## config.mk

```make
export PLATFORM = sky130hd
export DESIGN_NAME = nfa_ctrl
export DESIGN_NICKNAME = d
export VERILOG_FILES = /design/src/nfa_pkg.sv /design/src/nfa_ctrl.sv
export SDC_FILE = /design/constraint.sdc
export NUM_CORES = 1
export LEC_CHECK = 0
export BUFFER_PORTS_ARGS = -buffer_cell sky130_fd_sc_hd__buf_2
export CAP_MARGIN = 15
export CORE_MARGIN = 4
export CORE_UTILIZATION = 45
export CTS_CLUSTER_SIZE = 28
export DETAILED_ROUTE_END_ITERATION = 12
export GPL_TIMING_DRIVEN = 0
export PLACE_DENSITY_LB_ADDON = 0.3
export SETUP_SLACK_MARGIN = 0.3
export SKIP_CTS_REPAIR_TIMING = 1
export SLEW_MARGIN = 20
export SYNTH_ARGS = -nofsm -noshare
export SYNTH_HDL_FRONTEND = slang
export SYNTH_SLANG_ARGS = --single-unit
```

## constraint.sdc

```tcl
create_clock -name clk -period 14.4 [get_ports clk]
set_input_delay 2.16 -clock clk [delete_from_list [all_inputs] [get_ports clk]]
set_output_delay 2.16 -clock clk [all_outputs]
set_load 0.02 [all_outputs]
```

## src/nfa_pkg.sv

```systemverilog
// shared types and constants for the nor flash array model
// no dependencies; imported by every module of the block
package nfa_pkg;

  // geometry
  localparam int BLOCK_W    = 4;
  localparam int PAGE_W     = 4;
  localparam int OFS_W      = 8;
  localparam int ADDR_W     = BLOCK_W + PAGE_W + OFS_W;
  localparam int BLK_OFS_W  = PAGE_W + OFS_W;
  localparam int MEM_DEPTH  = 1 << ADDR_W;
  localparam int MAX_BYTES  = 8;
  localparam int CNT_W      = 4;
  localparam int BIDX_W     = 3;
  localparam int RSV_W      = 5;
  localparam int DATA_W     = 8 * MAX_BYTES;

  localparam logic [7:0] ERASED = 8'hFF;

  // operation codes
  localparam logic [1:0] FUNC_READ  = 2'd0;
  localparam logic [1:0] FUNC_PROG  = 2'd1;
  localparam logic [1:0] FUNC_ERASE = 2'd2;
  localparam logic [1:0] FUNC_NONE  = 2'd3;

  // status codes
  localparam logic [1:0] ST_OK   = 2'd0;
  localparam logic [1:0] ST_ADDR = 2'd1;
  localparam logic [1:0] ST_PROG = 2'd2;

  typedef struct packed {
    logic [1:0]        func;
    logic [BLOCK_W-1:0] block_index;
    logic [PAGE_W-1:0]  page_index;
    logic [OFS_W-1:0]   byte_offset;
    logic [DATA_W-1:0]  write_bytes;
    logic [CNT_W-1:0]   byte_count;
  } cmd_t;

  typedef struct packed {
    logic [DATA_W-1:0] read_bytes;
    logic [1:0]        status;
  } rsp_t;

  // sequencer to byte array
  typedef struct packed {
    logic              we;
    logic [ADDR_W-1:0] waddr;
    logic [7:0]        wdata;
    logic [ADDR_W-1:0] raddr;
  } mem_req_t;

endpackage

```

## src/nfa_ctrl.sv

```systemverilog
// sequencer of the flash model: address check, byte reads, program check,
// byte writes, block erase and the clearing sweep; depends on nfa_pkg
module nfa_ctrl (
  input  logic                      clk,
  input  logic                      rst,
  input  logic                      start,
  input  nfa_pkg::cmd_t             cmd,
  input  logic [nfa_pkg::RSV_W-1:0] reserved_blocks,
  input  logic [7:0]                mem_rdata,
  output nfa_pkg::mem_req_t         mem_req,
  output logic                      busy,
  output logic                      done,
  output nfa_pkg::rsp_t             result
);
  import nfa_pkg::*;

  typedef enum logic [5:0] {
    S_CLEAR = 6'b000001,
    S_IDLE  = 6'b000010,
    S_READ  = 6'b000100,
    S_WRITE = 6'b001000,
    S_ERASE = 6'b010000,
    S_DONE  = 6'b100000
  } state_t;

  state_t             state, state_next;
  logic [ADDR_W-1:0]  sweep;
  logic [ADDR_W-1:0]  base;
  logic [BLOCK_W-1:0] blk;
  logic [1:0]         func;
  logic [CNT_W-1:0]   cnt;
  logic [CNT_W-1:0]   idx;
  logic [DATA_W-1:0]  wbytes;
  logic [DATA_W-1:0]  rbuf;
  logic               rd_pend;
  logic [BIDX_W-1:0]  rd_idx;
  logic               viol;
  logic [1:0]         status;

  logic [ADDR_W-1:0]  in_addr;
  logic [CNT_W-1:0]   in_cnt;
  logic [ADDR_W:0]    in_end;
  logic               blk_rsv;
  logic               addr_bad;
  logic               accept;
  logic               rd_last;
  logic [7:0]         chk_byte;
  logic [ADDR_W-1:0]  cur_addr;

  // address check on the incoming transaction
  always_comb begin
    in_addr  = {cmd.block_index, cmd.page_index, cmd.byte_offset};
    in_cnt   = (cmd.byte_count > CNT_W'(MAX_BYTES)) ? CNT_W'(MAX_BYTES) : cmd.byte_count;
    in_end   = {1'b0, in_addr} + (ADDR_W+1)'(in_cnt);
    blk_rsv  = {1'b0, cmd.block_index} < reserved_blocks;
    addr_bad = blk_rsv || (in_end > (ADDR_W+1)'(MEM_DEPTH));
    accept   = start && (state == S_IDLE);
  end

  assign rd_last  = (idx == cnt) && !rd_pend;
  assign chk_byte = wbytes[rd_idx*8 +: 8];
  assign cur_addr = base + ADDR_W'(idx);

  // next state
  always_comb begin
    state_next = state;
    unique case (state)
      S_CLEAR: begin
        if (sweep == '1) state_next = S_IDLE;
      end
      S_IDLE: begin
        if (start) begin
          case (cmd.func)
            FUNC_READ, FUNC_PROG: begin
              if (addr_bad || in_cnt == '0) state_next = S_DONE;
              else                          state_next = S_READ;
            end
            FUNC_ERASE: begin
              if (blk_rsv) state_next = S_DONE;
              else         state_next = S_ERASE;
            end
            default: state_next = S_DONE;
          endcase
        end
      end
      S_READ: begin
        if (rd_last) begin
          if (func == FUNC_PROG && !viol) state_next = S_WRITE;
          else                            state_next = S_DONE;
        end
      end
      S_WRITE: begin
        if (CNT_W'(idx + 1'b1) == cnt) state_next = S_DONE;
      end
      S_ERASE: begin
        if (sweep[BLK_OFS_W-1:0] == '1) state_next = S_DONE;
      end
      S_DONE:  state_next = S_IDLE;
      default: state_next = S_IDLE;
    endcase
  end

  // memory requests
  always_comb begin
    mem_req.we    = 1'b0;
    mem_req.waddr = cur_addr;
    mem_req.wdata = wbytes[idx[BIDX_W-1:0]*8 +: 8];
    mem_req.raddr = cur_addr;
    unique case (state)
      S_CLEAR: begin
        mem_req.we    = 1'b1;
        mem_req.waddr = sweep;
        mem_req.wdata = ERASED;
      end
      S_WRITE: mem_req.we = 1'b1;
      S_ERASE: begin
        mem_req.we    = 1'b1;
        mem_req.waddr = {blk, sweep[BLK_OFS_W-1:0]};
        mem_req.wdata = ERASED;
      end
      default: mem_req.we = 1'b0;
    endcase
  end

  // control and datapath registers
  always_ff @(posedge clk) begin
    if (rst) begin
      state   <= S_CLEAR;
      sweep   <= '0;
      rd_pend <= 1'b0;
      idx     <= '0;
      viol    <= 1'b0;
      status  <= ST_OK;
    end else begin
      state <= state_next;
      unique case (state)
        S_CLEAR: sweep <= sweep + 1'b1;
        S_IDLE: begin
          if (accept) begin
            base    <= in_addr;
            blk     <= cmd.block_index;
            func    <= cmd.func;
            cnt     <= in_cnt;
            wbytes  <= cmd.write_bytes;
            rbuf    <= '0;
            idx     <= '0;
            sweep   <= '0;
            viol    <= 1'b0;
            rd_pend <= 1'b0;
            if ((cmd.func == FUNC_READ || cmd.func == FUNC_PROG) && addr_bad) begin
              status <= ST_ADDR;
            end else if (cmd.func == FUNC_ERASE && blk_rsv) begin
              status <= ST_ADDR;
            end else begin
              status <= ST_OK;
            end
          end
        end
        S_READ: begin
          // issue one byte read a cycle
          if (idx != cnt) begin
            idx     <= idx + 1'b1;
            rd_pend <= 1'b1;
            rd_idx  <= idx[BIDX_W-1:0];
          end else begin
            rd_pend <= 1'b0;
          end
          // capture returned byte, check that a program only clears bits
          if (rd_pend) begin
            if (func == FUNC_READ) rbuf[rd_idx*8 +: 8] <= mem_rdata;
            viol <= viol | (|(chk_byte & ~mem_rdata));
          end
          if (rd_last) begin
            idx <= '0;
            if (func == FUNC_PROG && viol) status <= ST_PROG;
          end
        end
        S_WRITE: idx <= idx + 1'b1;
        S_ERASE: sweep <= sweep + 1'b1;
        S_DONE:  idx <= '0;
        default: idx <= '0;
      endcase
    end
  end

  assign busy              = (state != S_IDLE);
  assign done              = (state == S_DONE);
  assign result.read_bytes = rbuf;
  assign result.status     = status;

endmodule
```

==> out/qor.txt <==
DR DRC count = 0
Period Utilization, post-route = 42.4%
vias per cell = 5.56
CP Data Arrival Time = 3.94 ns
LEAKAGE = 0.00445 uW
clk_lat worst skew = 0.43 ns
final worst path period need = 6.10 ns
Final HPWL DP = 18700 um
Syn Area/Cell = 11.6 um^2
CTS Sinks = 183
Vias = 7417
layout cells sized above 1 = 28.9%
Final Hold Violating Endpoints = 0
core area = 20500 um^2
RSZ-0062 raised after global routing = false
final setup fails = 0
Hold Path Sink = status[1]$_SDFFE_PP0P_
Initial Util = 46.4%
Worst Setup Path Type = flip-flop to output port
worst-path maximum fanout = 10
first drt pass iteration count = 5
syn_nets = 941
P per Cell Area = 120 nW/um^2
CTS max path bufs = 2
MaxCap Viol Count = 0
vias in the first global route = 7286
RR Startpoint = rd_idx[1]$_DFFE_PP_
synth unique cells = 67
die boundary height = 153 um
die area = 23500 um^2
CP required = 12.24 ns
Final GP Congestion = 0.895
CTS tree = built
pin count of the biggest net entering global routing = 31
CP Capture Type = output port
CTS clock-pin slew for the worst setup and hold paths = 0.07 ns
CP Buf/Inv Count = 4
CTS Buf Count = 17
final setup skew = 0.0127 ns
Syn Inst Count = 819
CP peak stage delay = 0.61 ns
CP delay by family, top = buffers and inverters
Max Fclk = 0.164 GHz
FF+latch count, synth = 183
Hold WC Path Type = flip-flop to flip-flop
FF-to-FF End = rbuf[33]$_SDFFCE_PN0P_
row cnt = 52
Post-synth EDFFs = 153
Synth area leaders = edfxtp_1 (48%), mux4_2 (7.6%), dfxtp_1 (6.3%)
Cell Area, Synth = 9510 um^2
hold depth = 2
top cell type by total area after synthesis = edfxtp_1
IO Port Bufs = 204
Final nets = 1173
Startpoint Class = flip-flop
synth warn = 0
max_slew headroom = 27.9%
Hold WS = 0.480 ns
Routed Antenna Nets = 0
Least-Margin Pin Slew = 1.07 ns
I/O Pins = 211
Die X = 153 um
Overflow after GRT = 0
Worst R2R Path Depth = 10
Root Buffer = clkbuf_16
Async SR Flop Fraction = 0%
Multi-input gate area = 4070 um^2
Max rail drop VDD = 0.0871 mV
FILL cells = 1748
CTS H-tree depth = 4
global-route usage over all layers = 20.8%
Routed WL = 24700 um
antenna cells = 0
initial drt markers = 699
Hold Startpoint = status[1]$_SDFFE_PP0P_
most numerous cell in the Yosys netlist = edfxtp_1
synth cell count leaders = edfxtp_1 (153), a21oi_1 (76), nor2_1 (76)
post-DR wirelength/cell = 18.5 um
cells along the critical path = clkbuf_1, buf_1, inv_1, fa_1, nor2b_1, o21ai_0, a21oi_1, nand3_1, xnor2_1, a21o_1, buf_2
Slowest-stage cell, CP = buf_1
sequential share of the synthesized area = 54.6%
final setup TNS = 0 ns
prevailing post-synth register cell = edfxtp_1
register area = 5190 um^2
Area Growth Syn to Fin = 21.8%
FF-to-FF setup slack = 10.77 ns
initial antenna violation count = 4
Synth top area share = 48.3%
final slew viol count = 0
first-pass GRT wire length = 39000 um
status = complete, no violations
==> power breakdown <==
group / switching [uW] / internal [uW]
Clock: 218 / 247
Sequential: 18.6 / 596
Combinational: 202 / 113
==> cell type report <==
type | count | area share (%)
Clock inverter | 14 | 1.36
Multi-Input combinational cell | 568 | 35.1
Clock buffer | 18 | 3.70
Tap cell | 270 | 2.91
Sequential cell | 183 | 44.8
Timing Repair Buffer | 213 | 9.78
Inverter | 23 | 0.745
Buffer | 45 | 1.59
==> sequential cells by signal, summed over array words and instances, names as in the netlist <==
name / cells
base: 16
rd_idx: 3
cnt: 4
rbuf: 64
sweep: 16
rd_pend: 1
func: 2
state: 6
status: 2
viol: 1
wbytes: 64
idx: 4
==> worst reg2reg max path, cell delays in order (launching register included) <==
cell,delay [ns]
edfxtp_1,0.39
clkbuf_1,0.47
buf_1,0.55
inv_1,0.14
ha_1,0.22
ha_1,0.40
nor4b_1,0.19
o21ai_0,0.21
clkbuf_1,0.50
mux2i_1,0.26
nor2_1,0.05
==> layout by cell type, fill, tap and decap left out, drive strengths merged, types with 6 or more instances in the layout <==
cell and count:
mux2i 29, inv 30, edfxtp 153, nor2 78, clkbuf 50, nor2b 9, buf 226, and3 8
nor4 6, nand4 10, nand2b 9, nand3 51, mux2 8, dfxtp 30, xor2 19, xnor2 18
and2 9, a31oi 6, a21oi 77, nor3 24, o21ai 18, mux4 32, ha 18, nand2 71
==> per-stage QoR <==
step | cell area [um^2] | util [%] | cells | total power [uW] | setup slack (ns)
floorplan | 9510 | - | 819 | 829 | 6.87
global route | 11600 | 56.6 | 1334 | 1450 | 7.98
CTS | 11600 | 56.5 | 1334 | 1400 | 8.23
finish | 11600 | 56.6 | 1334 | 1400 | 8.30
global placement | 10900 | 53.0 | 1293 | 938 | 4.60
detailed placement | 11000 | 53.7 | 1302 | 941 | 8.72
==> worst max path at each step <==
stage	slack, ns	endpoint	cells after the start	start
after floorplan	6.87	rbuf[0]$_SDFFCE_PN0P_	3	start
after global placement	4.60	rbuf[38]$_SDFFCE_PN0P_	4	start
after detailed placement	8.72	mem_req[38]	11	idx[1]$_SDFFE_PP0P_
after CTS	8.23	mem_req[38]	11	idx[1]$_SDFFE_PP0P_
after global routing	7.98	mem_req[38]	11	idx[1]$_SDFFE_PP0P_
final	8.30	mem_req[38]	11	idx[1]$_SDFFE_PP0P_
==> logic make-up after synthesis <==
| family | count (synthesis) | share of synthesized area [%] |
|---|---|---|
| xor gates and xnor gates | 37 | 3.41 |
| muxes | 69 | 11.6 |
| buffers and inverters | 68 | 2.84 |
| DFF | 183 | 54.6 |
| AOI/OAI and AO/OA | 133 | 8.37 |
| adders and majority gates | 20 | 2.79 |
| and+or+nand+nor | 309 | 16.4 |
==> metal layers <==
layer / track usage [%] / part of all wire, % / vias up
li1: - / - / 3538
met1: 28.0 / 43 / 3560
met2: 33.9 / 48 / 268
met3: 5.32 / 7.2 / 43
met4: 5.21 / 1.7 / 8
met5: 0 / 0.12 / -
Power figures use the tool's default switching activity.
